File: src/hw/rtl/rtch_pkg.sv
// ----------------------------------------------------------------------------
// rtch_pkg
// Shared types, widths and the multiply-accumulate program of the ray/triangle
// closest-hit unit.
// ----------------------------------------------------------------------------
package rtch_pkg;

  localparam int DIFF_W   = 33;
  localparam int CROSS_W  = 68;
  localparam int DET_W    = 104;
  localparam int DIV_W    = DET_W + 32;
  localparam int PROG_LEN = 24;
  localparam int PC_W     = 5;
  localparam int TAG_W    = 16;
  localparam int DIST_W   = 31;
  localparam int EPS_W    = 16;
  localparam int COORD_W  = 32;

  typedef logic signed [DIFF_W-1:0]  diff_t;
  typedef logic signed [CROSS_W-1:0] cross_t;
  typedef logic signed [DET_W-1:0]   det_t;

  typedef enum logic [2:0] {
    CFG_ORIGIN_X, CFG_ORIGIN_Y, CFG_ORIGIN_Z,
    CFG_DIR_X, CFG_DIR_Y, CFG_DIR_Z,
    CFG_MIN_DIST, CFG_T_INITIAL
  } cfg_index_t;

  typedef enum logic [3:0] {
    OP_A, OP_B, OP_C, OP_D, OP_E, OP_F, OP_G, OP_H, OP_I, OP_J, OP_K, OP_L
  } diff_sel_t;

  typedef enum logic [2:0] {X_M, X_N, X_P, X_Q, X_S, X_R} cross_sel_t;

  typedef enum logic [3:0] {
    D_NONE, D_M, D_N, D_P, D_Q, D_S, D_R, D_DEN, D_E1, D_E2, D_E3
  } dest_t;

  typedef enum logic [2:0] {
    ST_IDLE, ST_ISSUE, ST_WAIT, ST_NORM, ST_CHECK, ST_DIV, ST_DONE
  } back_state_t;

  typedef struct packed {
    diff_sel_t  a_sel;
    logic       b_cross;
    diff_sel_t  b_diff;
    cross_sel_t b_x;
    logic       clr;
    logic       sub;
    dest_t      dest;
  } mac_op_t;

  // one queued triangle: edge and origin differences, first-of-ray flag and tag
  typedef struct packed {
    diff_t             a, b, d, e, f, h, i, j, l;
    logic              first;
    logic [TAG_W-1:0]  tag;
  } tri_item_t;

  typedef struct packed {
    logic   start;
    logic   clr;
    logic   sub;
    diff_t  a;
    cross_t b;
  } mac_req_t;

  typedef struct packed {
    logic start;
    det_t num;
    det_t den;
  } div_req_t;

  function automatic mac_op_t mk_op(input diff_sel_t a, input logic bc, input diff_sel_t bd,
                                    input cross_sel_t bx, input logic clr, input logic sub,
                                    input dest_t dest);
    mac_op_t o;
    o.a_sel   = a;
    o.b_cross = bc;
    o.b_diff  = bd;
    o.b_x     = bx;
    o.clr     = clr;
    o.sub     = sub;
    o.dest    = dest;
    return o;
  endfunction

  // cramer cofactors first, then the four determinants
  function automatic mac_op_t prog_op(input logic [PC_W-1:0] pc);
    mac_op_t o;
    case (pc)
      5'd0:  o = mk_op(OP_F, 1'b0, OP_K, X_M, 1'b1, 1'b0, D_NONE);
      5'd1:  o = mk_op(OP_G, 1'b0, OP_J, X_M, 1'b0, 1'b1, D_M);
      5'd2:  o = mk_op(OP_H, 1'b0, OP_K, X_M, 1'b1, 1'b0, D_NONE);
      5'd3:  o = mk_op(OP_G, 1'b0, OP_L, X_M, 1'b0, 1'b1, D_N);
      5'd4:  o = mk_op(OP_F, 1'b0, OP_L, X_M, 1'b1, 1'b0, D_NONE);
      5'd5:  o = mk_op(OP_H, 1'b0, OP_J, X_M, 1'b0, 1'b1, D_P);
      5'd6:  o = mk_op(OP_G, 1'b0, OP_I, X_M, 1'b1, 1'b0, D_NONE);
      5'd7:  o = mk_op(OP_E, 1'b0, OP_K, X_M, 1'b0, 1'b1, D_Q);
      5'd8:  o = mk_op(OP_E, 1'b0, OP_J, X_M, 1'b1, 1'b0, D_NONE);
      5'd9:  o = mk_op(OP_F, 1'b0, OP_I, X_M, 1'b0, 1'b1, D_S);
      5'd10: o = mk_op(OP_E, 1'b0, OP_L, X_M, 1'b1, 1'b0, D_NONE);
      5'd11: o = mk_op(OP_H, 1'b0, OP_I, X_M, 1'b0, 1'b1, D_R);
      5'd12: o = mk_op(OP_A, 1'b1, OP_A, X_M, 1'b1, 1'b0, D_NONE);
      5'd13: o = mk_op(OP_B, 1'b1, OP_A, X_Q, 1'b0, 1'b0, D_NONE);
      5'd14: o = mk_op(OP_C, 1'b1, OP_A, X_S, 1'b0, 1'b0, D_DEN);
      5'd15: o = mk_op(OP_D, 1'b1, OP_A, X_M, 1'b1, 1'b0, D_NONE);
      5'd16: o = mk_op(OP_B, 1'b1, OP_A, X_N, 1'b0, 1'b1, D_NONE);
      5'd17: o = mk_op(OP_C, 1'b1, OP_A, X_P, 1'b0, 1'b1, D_E1);
      5'd18: o = mk_op(OP_A, 1'b1, OP_A, X_N, 1'b1, 1'b0, D_NONE);
      5'd19: o = mk_op(OP_D, 1'b1, OP_A, X_Q, 1'b0, 1'b0, D_NONE);
      5'd20: o = mk_op(OP_C, 1'b1, OP_A, X_R, 1'b0, 1'b0, D_E2);
      5'd21: o = mk_op(OP_A, 1'b1, OP_A, X_P, 1'b1, 1'b0, D_NONE);
      5'd22: o = mk_op(OP_B, 1'b1, OP_A, X_R, 1'b0, 1'b1, D_NONE);
      5'd23: o = mk_op(OP_D, 1'b1, OP_A, X_S, 1'b0, 1'b0, D_E3);
      default: o = mk_op(OP_A, 1'b0, OP_A, X_M, 1'b1, 1'b0, D_NONE);
    endcase
    return o;
  endfunction

endpackage

File: src/hw/rtl/rtch_fifo.sv
// ----------------------------------------------------------------------------
// rtch_fifo
// Two-entry queue between the front and the back.
// ----------------------------------------------------------------------------
module rtch_fifo (
  input  logic                clk,
  input  logic                rst_n,
  input  logic                push,
  input  rtch_pkg::tri_item_t push_item,
  input  logic                pop,
  output rtch_pkg::tri_item_t head,
  output logic                full,
  output logic                empty
);
  import rtch_pkg::*;

  tri_item_t  mem_r [2];
  logic       wr_ptr_r, rd_ptr_r;
  logic [1:0] cnt_r;

  assign full  = (cnt_r == 2'd2);
  assign empty = (cnt_r == 2'd0);
  assign head  = mem_r[rd_ptr_r];

  always_ff @(posedge clk) begin
    if (push) begin
      mem_r[wr_ptr_r] <= push_item;
    end
  end

  always_ff @(posedge clk) begin
    if (!rst_n) begin
      wr_ptr_r <= 1'b0;
      rd_ptr_r <= 1'b0;
      cnt_r    <= 2'd0;
    end else begin
      if (push) wr_ptr_r <= !wr_ptr_r;
      if (pop)  rd_ptr_r <= !rd_ptr_r;
      cnt_r <= cnt_r + {1'b0, push} - {1'b0, pop};
    end
  end

endmodule

File: config.mk
export PLATFORM = sky130hd
export DESIGN_NAME = rtch_fifo
export DESIGN_NICKNAME = d
export VERILOG_FILES = /design/src/hw/rtl/rtch_pkg.sv /design/src/hw/rtl/rtch_fifo.sv
export SDC_FILE = /design/constraint.sdc
export NUM_CORES = 1
export LEC_CHECK = 0
export BUFFER_PORTS_ARGS = -buffer_cell sky130_fd_sc_hd__buf_4
export CORE_AREA = 2 2 248 250
export DETAILED_ROUTE_END_ITERATION = 16
export DIE_AREA = 0 0 250 252
export PLACE_DENSITY = 0.75
export SETUP_SLACK_MARGIN = 0.2
export SYNTH_ARGS = -nofsm -noshare
export SYNTH_HDL_FRONTEND = slang
export SYNTH_SLANG_ARGS = --single-unit
File: constraint.sdc
create_clock -name clk -period 16.5 [get_ports clk]
set_input_delay 1.65 -clock clk [delete_from_list [all_inputs] [get_ports clk]]
set_output_delay 1.65 -clock clk [all_outputs]
set_load 0.02 [all_outputs]
==> results.toml <==
[worst_setup_path]
cp-start-kind = "flip-flop"
arrival_ns = 4.57
critical_path.max_fanout = 63
r2r_start = "wr_ptr_r"
end_kind = "output port"
critPathRequiredTime_ns = 14.85
crit_type = "flip-flop to output port"

[die]
rows = 90
design.die.area_um2 = 63000
die_h_um = 252
io_pins = 634
initial_core_util_pct = 39.8
coreArea_um2 = 60100
die_w_um = 250

[clock_network]
cts_resized = 0
cts_buffers = 68
insertion_delay_ns = 0.58
cts.clk_slew.worst_paths_ns = 0.06
htreeDepth = 3
cts_num_sinks = 633
post_cts_buffers = 0
cts_tree = "built"
holdBufCountCts = 0
root_buffer = "clkbuf_16"
clockBufferDepth = 3

[pwr]
p_leak_nw = 12.3
intPower_mw = 2.94
ir_worst_vdd_mv = 0.0886
p_switching_uw = 894
pwr-share-clk_pct = 36.7
power_frac_seq_pct = 49.2
powerDensity_nw_per_um2 = 122
switching_share_pct = 23.3
combPwrFrac_pct = 14.1

[timing]
hold_violations = 0
tightest_slew_ns = 1.14
drv_slew = 0
rsz0062_at_grt = "no"
finClkSkew_ns = 0.0227
fin_setup_tns_ns = 0
post-route-period-util_pct = 37.7
slew_headroom_pct = 24.2
maxClockFrequency_ghz = 0.161
finalCriticalPeriod_ns = 6.22
report.final.setup_viol = 0

[cells_and_area]
drive_gt1_share_pct = 60.8
syn_to_final_growth_pct = 31.5
nets = 1997
fillCellCount = 4753
finalInstanceArea_um2 = 31500

[placed_design]
dp_hpwl_mm = 37.9
gp_congestion = 0.913
place_area_um2 = 29400
io_buffers = 633

[job]
drv_cap = 0

[yosys]
synth.distinct_cells = 14
syn-num-nets = 1318
yosysSeqAreaShare_pct = 79.1
synth_warnings = 0
synth_seq_cells = 633
syn_inst = 998
netlist_area_um2 = 24000
syn_area_per_cell_um2 = 24.0

[global_routing]
grt_usage_pct = 16.3
grt_max_degree = 153
first_global_vias = 12500
grt_pass1_wl_mm = 76.2
overflow = 0
antenna_found_initial = 9

[routing]
viasPerCell = 4.78
drt-initial-drc-count = 862
routed-via-count = 12000
drc = 0
postRouteAntennaNets = 0
dr.pass1.iters = 5
avgRoutedWirePerCell_um = 21.6
wl_mm = 54.1

[min_path]
hp-start = "rd_ptr_r"
hold_class = "flip-flop to flip-flop"

[run_status]
status = "complete, no violations"
-- metrics by stage --
step	total power, mW	worst slack [ns]	hold slack, ns	util [%]	instances
5_1_grt	3.97	10.04	0.621	52.4	2507
3_3_place_gp	2.46	10.98	0.563	49.0	2389
6_report	3.84	10.28	0.586	52.4	2507
3_5_place_dp	2.47	10.90	0.575	49.0	2389
2_1_floorplan	2.27	0.207	0.555	-	998
4_1_cts	3.89	10.25	0.593	52.4	2506
-- cell type report --
cell class                 count  area [um^2]  share of cell area, %
timing repair buffer         644         4860                   15.4
antenna                        1         2.50                0.00794
clock buffer                  80         1790                   5.68
inverter                       2         7.51                 0.0238
sequential                   633        19000                   60.2
multi-input combinational    328         4640                   14.7
tap                          782          978                   3.11
clock inverter                37          273                  0.866
-- synth_stat cells --
cell | n | area (um^2)
inv_1 | 2 | 7.51
nor2b_1 | 4 | 25.0
buf_6 | 30 | 338
o21a_1 | 1 | 7.51
xnor3_1 | 1 | 22.5
buf_2 | 5 | 25.0
xor2_1 | 1 | 8.76
and2_1 | 4 | 25.0
ha_1 | 2 | 25.0
mux2_4 | 260 | 3900
dfxtp_1 | 5 | 100
mux2_2 | 54 | 608
edfxtp_1 | 628 | 18900
nor2_1 | 1 | 3.75
-- cells by family after synthesis --
logic type | after synthesis | synth area share, %
buffers and inverters | 37 | 1.55
xor gates and xnor gates | 2 | 0.131
muxes | 314 | 18.8
DFF | 633 | 79.1
and+or+nand+nor | 9 | 0.225
AOI/OAI and AO/OA | 1 | 0.0313
adders and majority gates | 2 | 0.104
-- flip-flops by register name, summed over array words and instances, names as in the netlist, named ones only --
name      flops
rd_ptr_r      1
mem_r       628
wr_ptr_r      1
cnt_r         2
-- layout by cell type, fill, tap and decap left out, drive strengths merged --
cell	count
and2	4
buf	644
bufinv	2
clkbuf	80
clkinv	29
clkinvlp	2
dfxtp	5
diode	1
edfxtp	628
ha	2
inv	6
mux2	314
nor2	1
nor2b	4
o21a	1
xnor3	1
xor2	1
-- per-layer routing --
metal / GRT usage, % / routed length (um) / up-vias / share of wire [%]
li1: - / - / 5349 / -
met1: 18.2 / 19700 / 6008 / 36
met2: 28.1 / 27900 / 477 / 52
met3: 5.48 / 4410 / 131 / 8.1
met4: 7.49 / 2070 / 12 / 3.8
met5: 0 / 81 / - / 0.15
-- worst paths after layout --
path,to,slack [ns],depth (start not counted)
worst min register to register,flip-flop,0.59,2
worst max-delay path,head[108],10.28,5
worst max register to register,mem_r[1][297],13.13,3
worst min-delay path,flip-flop,0.59,2
-- power groups by stage --
stage	sequential, mW	combinational, mW	clock (mW)
after floorplan	1.94	0.324	0
after CTS	1.89	0.549	1.45
after detailed placement	1.92	0.547	0
after global placement	1.92	0.539	0
after global routing	1.89	0.569	1.51
final	1.89	0.543	1.41
-- critical path, cell delays in order (launching register included) --
cell     delay (ns)
dfxtp_4        0.80
buf_4          0.88
buf_4          0.76
buf_4          0.81
mux2_4         0.37
buf_4          0.16
(Power assumes the default switching activity.)
