--- src/hw/rtl/rtch_pkg.sv ---
// ----------------------------------------------------------------------------
// rtch_pkg
// Shared types, widths and the multiply-accumulate program of the ray/triangle
// closest-hit unit.
// ----------------------------------------------------------------------------
package rtch_pkg;

  localparam int DIFF_W   = 33;
  localparam int CROSS_W  = 68;
  localparam int DET_W    = 104;
  localparam int DIV_W    = DET_W + 32;
  localparam int PROG_LEN = 24;
  localparam int PC_W     = 5;
  localparam int TAG_W    = 16;
  localparam int DIST_W   = 31;
  localparam int EPS_W    = 16;
  localparam int COORD_W  = 32;

  typedef logic signed [DIFF_W-1:0]  diff_t;
  typedef logic signed [CROSS_W-1:0] cross_t;
  typedef logic signed [DET_W-1:0]   det_t;

  typedef enum logic [2:0] {
    CFG_ORIGIN_X, CFG_ORIGIN_Y, CFG_ORIGIN_Z,
    CFG_DIR_X, CFG_DIR_Y, CFG_DIR_Z,
    CFG_MIN_DIST, CFG_T_INITIAL
  } cfg_index_t;

  typedef enum logic [3:0] {
    OP_A, OP_B, OP_C, OP_D, OP_E, OP_F, OP_G, OP_H, OP_I, OP_J, OP_K, OP_L
  } diff_sel_t;

  typedef enum logic [2:0] {X_M, X_N, X_P, X_Q, X_S, X_R} cross_sel_t;

  typedef enum logic [3:0] {
    D_NONE, D_M, D_N, D_P, D_Q, D_S, D_R, D_DEN, D_E1, D_E2, D_E3
  } dest_t;

  typedef enum logic [2:0] {
    ST_IDLE, ST_ISSUE, ST_WAIT, ST_NORM, ST_CHECK, ST_DIV, ST_DONE
  } back_state_t;

  typedef struct packed {
    diff_sel_t  a_sel;
    logic       b_cross;
    diff_sel_t  b_diff;
    cross_sel_t b_x;
    logic       clr;
    logic       sub;
    dest_t      dest;
  } mac_op_t;

  // one queued triangle: edge and origin differences, first-of-ray flag and tag
  typedef struct packed {
    diff_t             a, b, d, e, f, h, i, j, l;
    logic              first;
    logic [TAG_W-1:0]  tag;
  } tri_item_t;

  typedef struct packed {
    logic   start;
    logic   clr;
    logic   sub;
    diff_t  a;
    cross_t b;
  } mac_req_t;

  typedef struct packed {
    logic start;
    det_t num;
    det_t den;
  } div_req_t;

  function automatic mac_op_t mk_op(input diff_sel_t a, input logic bc, input diff_sel_t bd,
                                    input cross_sel_t bx, input logic clr, input logic sub,
                                    input dest_t dest);
    mac_op_t o;
    o.a_sel   = a;
    o.b_cross = bc;
    o.b_diff  = bd;
    o.b_x     = bx;
    o.clr     = clr;
    o.sub     = sub;
    o.dest    = dest;
    return o;
  endfunction

  // cramer cofactors first, then the four determinants
  function automatic mac_op_t prog_op(input logic [PC_W-1:0] pc);
    mac_op_t o;
    case (pc)
      5'd0:  o = mk_op(OP_F, 1'b0, OP_K, X_M, 1'b1, 1'b0, D_NONE);
      5'd1:  o = mk_op(OP_G, 1'b0, OP_J, X_M, 1'b0, 1'b1, D_M);
      5'd2:  o = mk_op(OP_H, 1'b0, OP_K, X_M, 1'b1, 1'b0, D_NONE);
      5'd3:  o = mk_op(OP_G, 1'b0, OP_L, X_M, 1'b0, 1'b1, D_N);
      5'd4:  o = mk_op(OP_F, 1'b0, OP_L, X_M, 1'b1, 1'b0, D_NONE);
      5'd5:  o = mk_op(OP_H, 1'b0, OP_J, X_M, 1'b0, 1'b1, D_P);
      5'd6:  o = mk_op(OP_G, 1'b0, OP_I, X_M, 1'b1, 1'b0, D_NONE);
      5'd7:  o = mk_op(OP_E, 1'b0, OP_K, X_M, 1'b0, 1'b1, D_Q);
      5'd8:  o = mk_op(OP_E, 1'b0, OP_J, X_M, 1'b1, 1'b0, D_NONE);
      5'd9:  o = mk_op(OP_F, 1'b0, OP_I, X_M, 1'b0, 1'b1, D_S);
      5'd10: o = mk_op(OP_E, 1'b0, OP_L, X_M, 1'b1, 1'b0, D_NONE);
      5'd11: o = mk_op(OP_H, 1'b0, OP_I, X_M, 1'b0, 1'b1, D_R);
      5'd12: o = mk_op(OP_A, 1'b1, OP_A, X_M, 1'b1, 1'b0, D_NONE);
      5'd13: o = mk_op(OP_B, 1'b1, OP_A, X_Q, 1'b0, 1'b0, D_NONE);
      5'd14: o = mk_op(OP_C, 1'b1, OP_A, X_S, 1'b0, 1'b0, D_DEN);
      5'd15: o = mk_op(OP_D, 1'b1, OP_A, X_M, 1'b1, 1'b0, D_NONE);
      5'd16: o = mk_op(OP_B, 1'b1, OP_A, X_N, 1'b0, 1'b1, D_NONE);
      5'd17: o = mk_op(OP_C, 1'b1, OP_A, X_P, 1'b0, 1'b1, D_E1);
      5'd18: o = mk_op(OP_A, 1'b1, OP_A, X_N, 1'b1, 1'b0, D_NONE);
      5'd19: o = mk_op(OP_D, 1'b1, OP_A, X_Q, 1'b0, 1'b0, D_NONE);
      5'd20: o = mk_op(OP_C, 1'b1, OP_A, X_R, 1'b0, 1'b0, D_E2);
      5'd21: o = mk_op(OP_A, 1'b1, OP_A, X_P, 1'b1, 1'b0, D_NONE);
      5'd22: o = mk_op(OP_B, 1'b1, OP_A, X_R, 1'b0, 1'b1, D_NONE);
      5'd23: o = mk_op(OP_D, 1'b1, OP_A, X_S, 1'b0, 1'b0, D_E3);
      default: o = mk_op(OP_A, 1'b0, OP_A, X_M, 1'b1, 1'b0, D_NONE);
    endcase
    return o;
  endfunction

endpackage

--- src/hw/rtl/rtch_front.sv ---
// ----------------------------------------------------------------------------
// rtch_front
// Accepts triangles and forms the edge and origin differences for the queue.
// ----------------------------------------------------------------------------
module rtch_front (
  input  logic                             in_valid,
  output logic                             in_stall,
  input  logic signed [rtch_pkg::COORD_W-1:0] in_vert0_x,
  input  logic signed [rtch_pkg::COORD_W-1:0] in_vert0_y,
  input  logic signed [rtch_pkg::COORD_W-1:0] in_vert0_z,
  input  logic signed [rtch_pkg::COORD_W-1:0] in_vert1_x,
  input  logic signed [rtch_pkg::COORD_W-1:0] in_vert1_y,
  input  logic signed [rtch_pkg::COORD_W-1:0] in_vert1_z,
  input  logic signed [rtch_pkg::COORD_W-1:0] in_vert2_x,
  input  logic signed [rtch_pkg::COORD_W-1:0] in_vert2_y,
  input  logic signed [rtch_pkg::COORD_W-1:0] in_vert2_z,
  input  logic                             in_first_of_ray,
  input  logic [rtch_pkg::TAG_W-1:0]       in_triangle_tag,
  input  logic signed [rtch_pkg::COORD_W-1:0] origin_x,
  input  logic signed [rtch_pkg::COORD_W-1:0] origin_y,
  input  logic signed [rtch_pkg::COORD_W-1:0] origin_z,
  input  logic                             q_full,
  output logic                             q_push,
  output rtch_pkg::tri_item_t              q_item
);
  import rtch_pkg::*;

  function automatic diff_t sub33(input logic signed [COORD_W-1:0] x,
                                  input logic signed [COORD_W-1:0] y);
    return diff_t'(x) - diff_t'(y);
  endfunction

  assign in_stall = q_full;
  assign q_push   = in_valid && !q_full;

  always_comb begin
    q_item.a     = sub33(in_vert0_x, in_vert1_x);
    q_item.b     = sub33(in_vert0_x, in_vert2_x);
    q_item.d     = sub33(in_vert0_x, origin_x);
    q_item.e     = sub33(in_vert0_y, in_vert1_y);
    q_item.f     = sub33(in_vert0_y, in_vert2_y);
    q_item.h     = sub33(in_vert0_y, origin_y);
    q_item.i     = sub33(in_vert0_z, in_vert1_z);
    q_item.j     = sub33(in_vert0_z, in_vert2_z);
    q_item.l     = sub33(in_vert0_z, origin_z);
    q_item.first = in_first_of_ray;
    q_item.tag   = in_triangle_tag;
  end

endmodule

--- config.mk ---
export PLATFORM = sky130hd
export DESIGN_NAME = rtch_front
export DESIGN_NICKNAME = d
export VERILOG_FILES = /design/src/hw/rtl/rtch_pkg.sv /design/src/hw/rtl/rtch_front.sv
export SDC_FILE = /design/constraint.sdc
export NUM_CORES = 1
export LEC_CHECK = 0
export BUFFER_PORTS_ARGS = -buffer_cell sky130_fd_sc_hd__buf_2
export CAP_MARGIN = 20
export CORE_AREA = 2 2 281 283
export DETAILED_ROUTE_END_ITERATION = 16
export DIE_AREA = 0 0 283 285
export GPL_TIMING_DRIVEN = 0
export PLACE_DENSITY = 0.41
export SLEW_MARGIN = 25
export SYNTH_ARGS = -nofsm -noshare
export SYNTH_HDL_FRONTEND = slang
export SYNTH_SLANG_ARGS = --single-unit
--- constraint.sdc ---
create_clock -name vclk -period 4.1
set_input_delay 0.82 -clock vclk [all_inputs]
set_output_delay 0.82 -clock vclk [all_outputs]
set_load 0.01 [all_outputs]
==> flow_summary.json <==
{
  "violations": "negative setup slack",
  "rsz0062_at_grt": "true",
  "dp.cells": 4024,
  "mostFrequentLayoutCells": "buf_2 (657), inv_1 (356), ha_1 (202)",
  "synth_top_area_share_pct": 23.9,
  "tightest_slew_ps": 646,
  "finalWirelength_um": 74900,
  "grt-ovfl-total": 0,
  "hold_depth": 2,
  "antenna_found_initial": 18,
  "regArea_sq_um": 0,
  "initial_utilization_pct": 19.4,
  "relSlewSlack_pct": 55.8,
  "hold_viol": 0,
  "status": "complete, but fails checks",
  "grt_pass1_vias": 18628,
  "cap_viol_max_count": 0,
  "seq_cells": 0,
  "grt_pass1_wl_um": 110000,
  "fin_cells": 4184,
  "min_from": "in_first_of_ray",
  "worst_ep_arrival_time_ps": 3730,
  "period_minus_slack_ps": 4550,
  "io_buffers": 702,
  "synth_xor_area_share_pct": 13.6,
  "cp-end-kind": "output port",
  "die_w_um": 283,
  "worst_slack_ps": -453,
  "die_height_um": 285,
  "power_density_nw_per_um2": 195,
  "synth-compound-area-share_pct": 32.8,
  "grt_max_degree": 9,
  "synth_adder_area_share_pct": 25.1,
  "gr-usage-all-layers_pct": 17.2,
  "start_kind": "input pin",
  "clock.fmax_ghz": 0.220,
  "core_area_sq_um": 78000,
  "dpl.hpwl_um": 65000,
  "seq_area_frac_synth_pct": 0,
  "ys_types": 72,
  "die_area_sq_um": 80700,
  "ios": 719,
  "fin_nets": 3820,
  "drive_gt1_share_pct": 41.3,
  "hold_path_class": "in -> out",
  "drt_first_pass_iters": 5,
  "finalSetupViolations": 53,
  "path_max_fanout": 4,
  "synthTopCellsByArea": "ha_1 (24%), xnor2_1 (9.7%), inv_1 (9.4%), a21oi_1 (7.5%), a21o_1 (6.0%)",
  "avgSynthCellArea_sq_um": 6.65,
  "netlist_instances": 2272,
  "netlist_area_sq_um": 15100,
  "power_leakage_uw": 0.0124,
  "multiInputGateArea_sq_um": 16600,
  "final_antenna_net_count": 0,
  "synth_fp_nets": 2972,
  "critPathKind": "in -> out",
  "min_to": "q_item[16]",
  "ir_drop_v": 0.0000689,
  "routedWlPerCell_um": 17.9,
  "synth_simple_gate_area_share_pct": 17.6,
  "period_share_pct": 111,
  "synth_warnings": 0,
  "nFillCells": 8782,
  "drt_iter0_drc": 698,
  "cp_data_required_time_ps": 3280,
  "area_growth_syn_to_layout_pct": 62.9,
  "place_congestion": 0.896,
  "synth_top_family_by_area": "compound AO/OA/AOI/OAI gates",
  "mostFrequentLayoutCell": "buf_2",
  "viasPerCell": 4.53,
  "rows": 103,
  "yosysTopAreaCell": "ha_1",
  "synth_mux_area_share_pct": 0.133,
  "report.final.slew_viol_count": 0,
  "drcViolationCount": 0,
  "tns_ps": -9670,
  "clkbuf_count": 0,
  "vias": 18958
}
## area by class of cell
class | instances | share of cell area [%]
multi-input cells | 1858 | 67.3
repair buffers | 849 | 20.4
inverters | 377 | 5.93
well taps | 1050 | 5.34
plain buffers | 34 | 0.799
diodes | 16 | 0.163
## routing by layer
metal	wire, um	up-vias	track usage, %
li1	-	9661	-
met1	32400	8814	21.4
met2	38100	391	31.3
met3	2210	88	1.36
met4	2250	4	5.33
met5	23	-	0
## kinds of logic after synthesis
family,after synthesis
AOI/OAI and AO/OA,770
adders and majority gates,297
xor gates and xnor gates,235
buffers and inverters,414
and+or+nand+nor,554
muxes,2
## worst max path at each step
stage | from | end | depth (start not counted)
CTS | in_vert0_y[0] | q_item[146] | 15
finish | in_vert0_y[1] | q_item[175] | 15
global route | in_vert0_y[0] | q_item[179] | 16
global placement | in_vert0_y[1] | q_item[210] | 14
floorplan | in_vert2_y[2] | q_item[178] | 12
detailed placement | in_vert0_y[1] | q_item[210] | 14
## worst max-delay path, stage by stage
cell        delay [ps]
buf_8              100
clkinvlp_4         220
buf_12             200
fa_2               400
nor2b_2            140
o21ai_2             70
a21o_1             230
a31oi_4            200
nor3_4             100
or3_4              430
a311oi_2           270
o21ai_2            110
a21oi_2            160
o41a_1             140
buf_2              130
## cell usage after synthesis, drive strengths merged, types with 26 or more instances
master  instances
xor2           67
nand2         129
nand3          46
xnor2         168
a21o          121
o21bai         26
nor2          167
nand2b         53
ha            288
nor3           37
a31oi          36
o21a           43
nor2b          39
o21ai         154
inv           377
a21oi         229
## report_power, final
part | leakage [uW] | total [uW] | switching, uW | internal [uW]
registers | 0 | 0 | 0 | 0
logic | 0.0124 | 4790 | 2650 | 2140
clock network | 0.000000101 | 0.000193 | 0 | 0.000192
total | 0.0124 | 4790 | 2650 | 2140
## repair_timing
action / CTS / global route
setup endpoints to repair: 157 / 119
buffers inserted: 75 / 74
hold buffers: 0 / 0
pin swaps: 175 / 206
gates resized for setup: 402 / 330
## metrics by stage
stage          hold WS, ps  util [%]  power [uW]  setup slack (ps)  instance area, sq um
2_1_floorplan         1690         -        2350             -15.0                 15100
3_3_place_gp          1820      25.6        3920             -1740                 19900
3_5_place_dp          1820      25.6        3900             -1690                 19900
4_1_cts               1820      28.8        4400              -595                 22500
5_1_grt               1830      31.5        5200              -659                 24600
6_report              1820      31.5        4790              -453                 24600
Note: power is estimated with default switching activity, not from simulation.
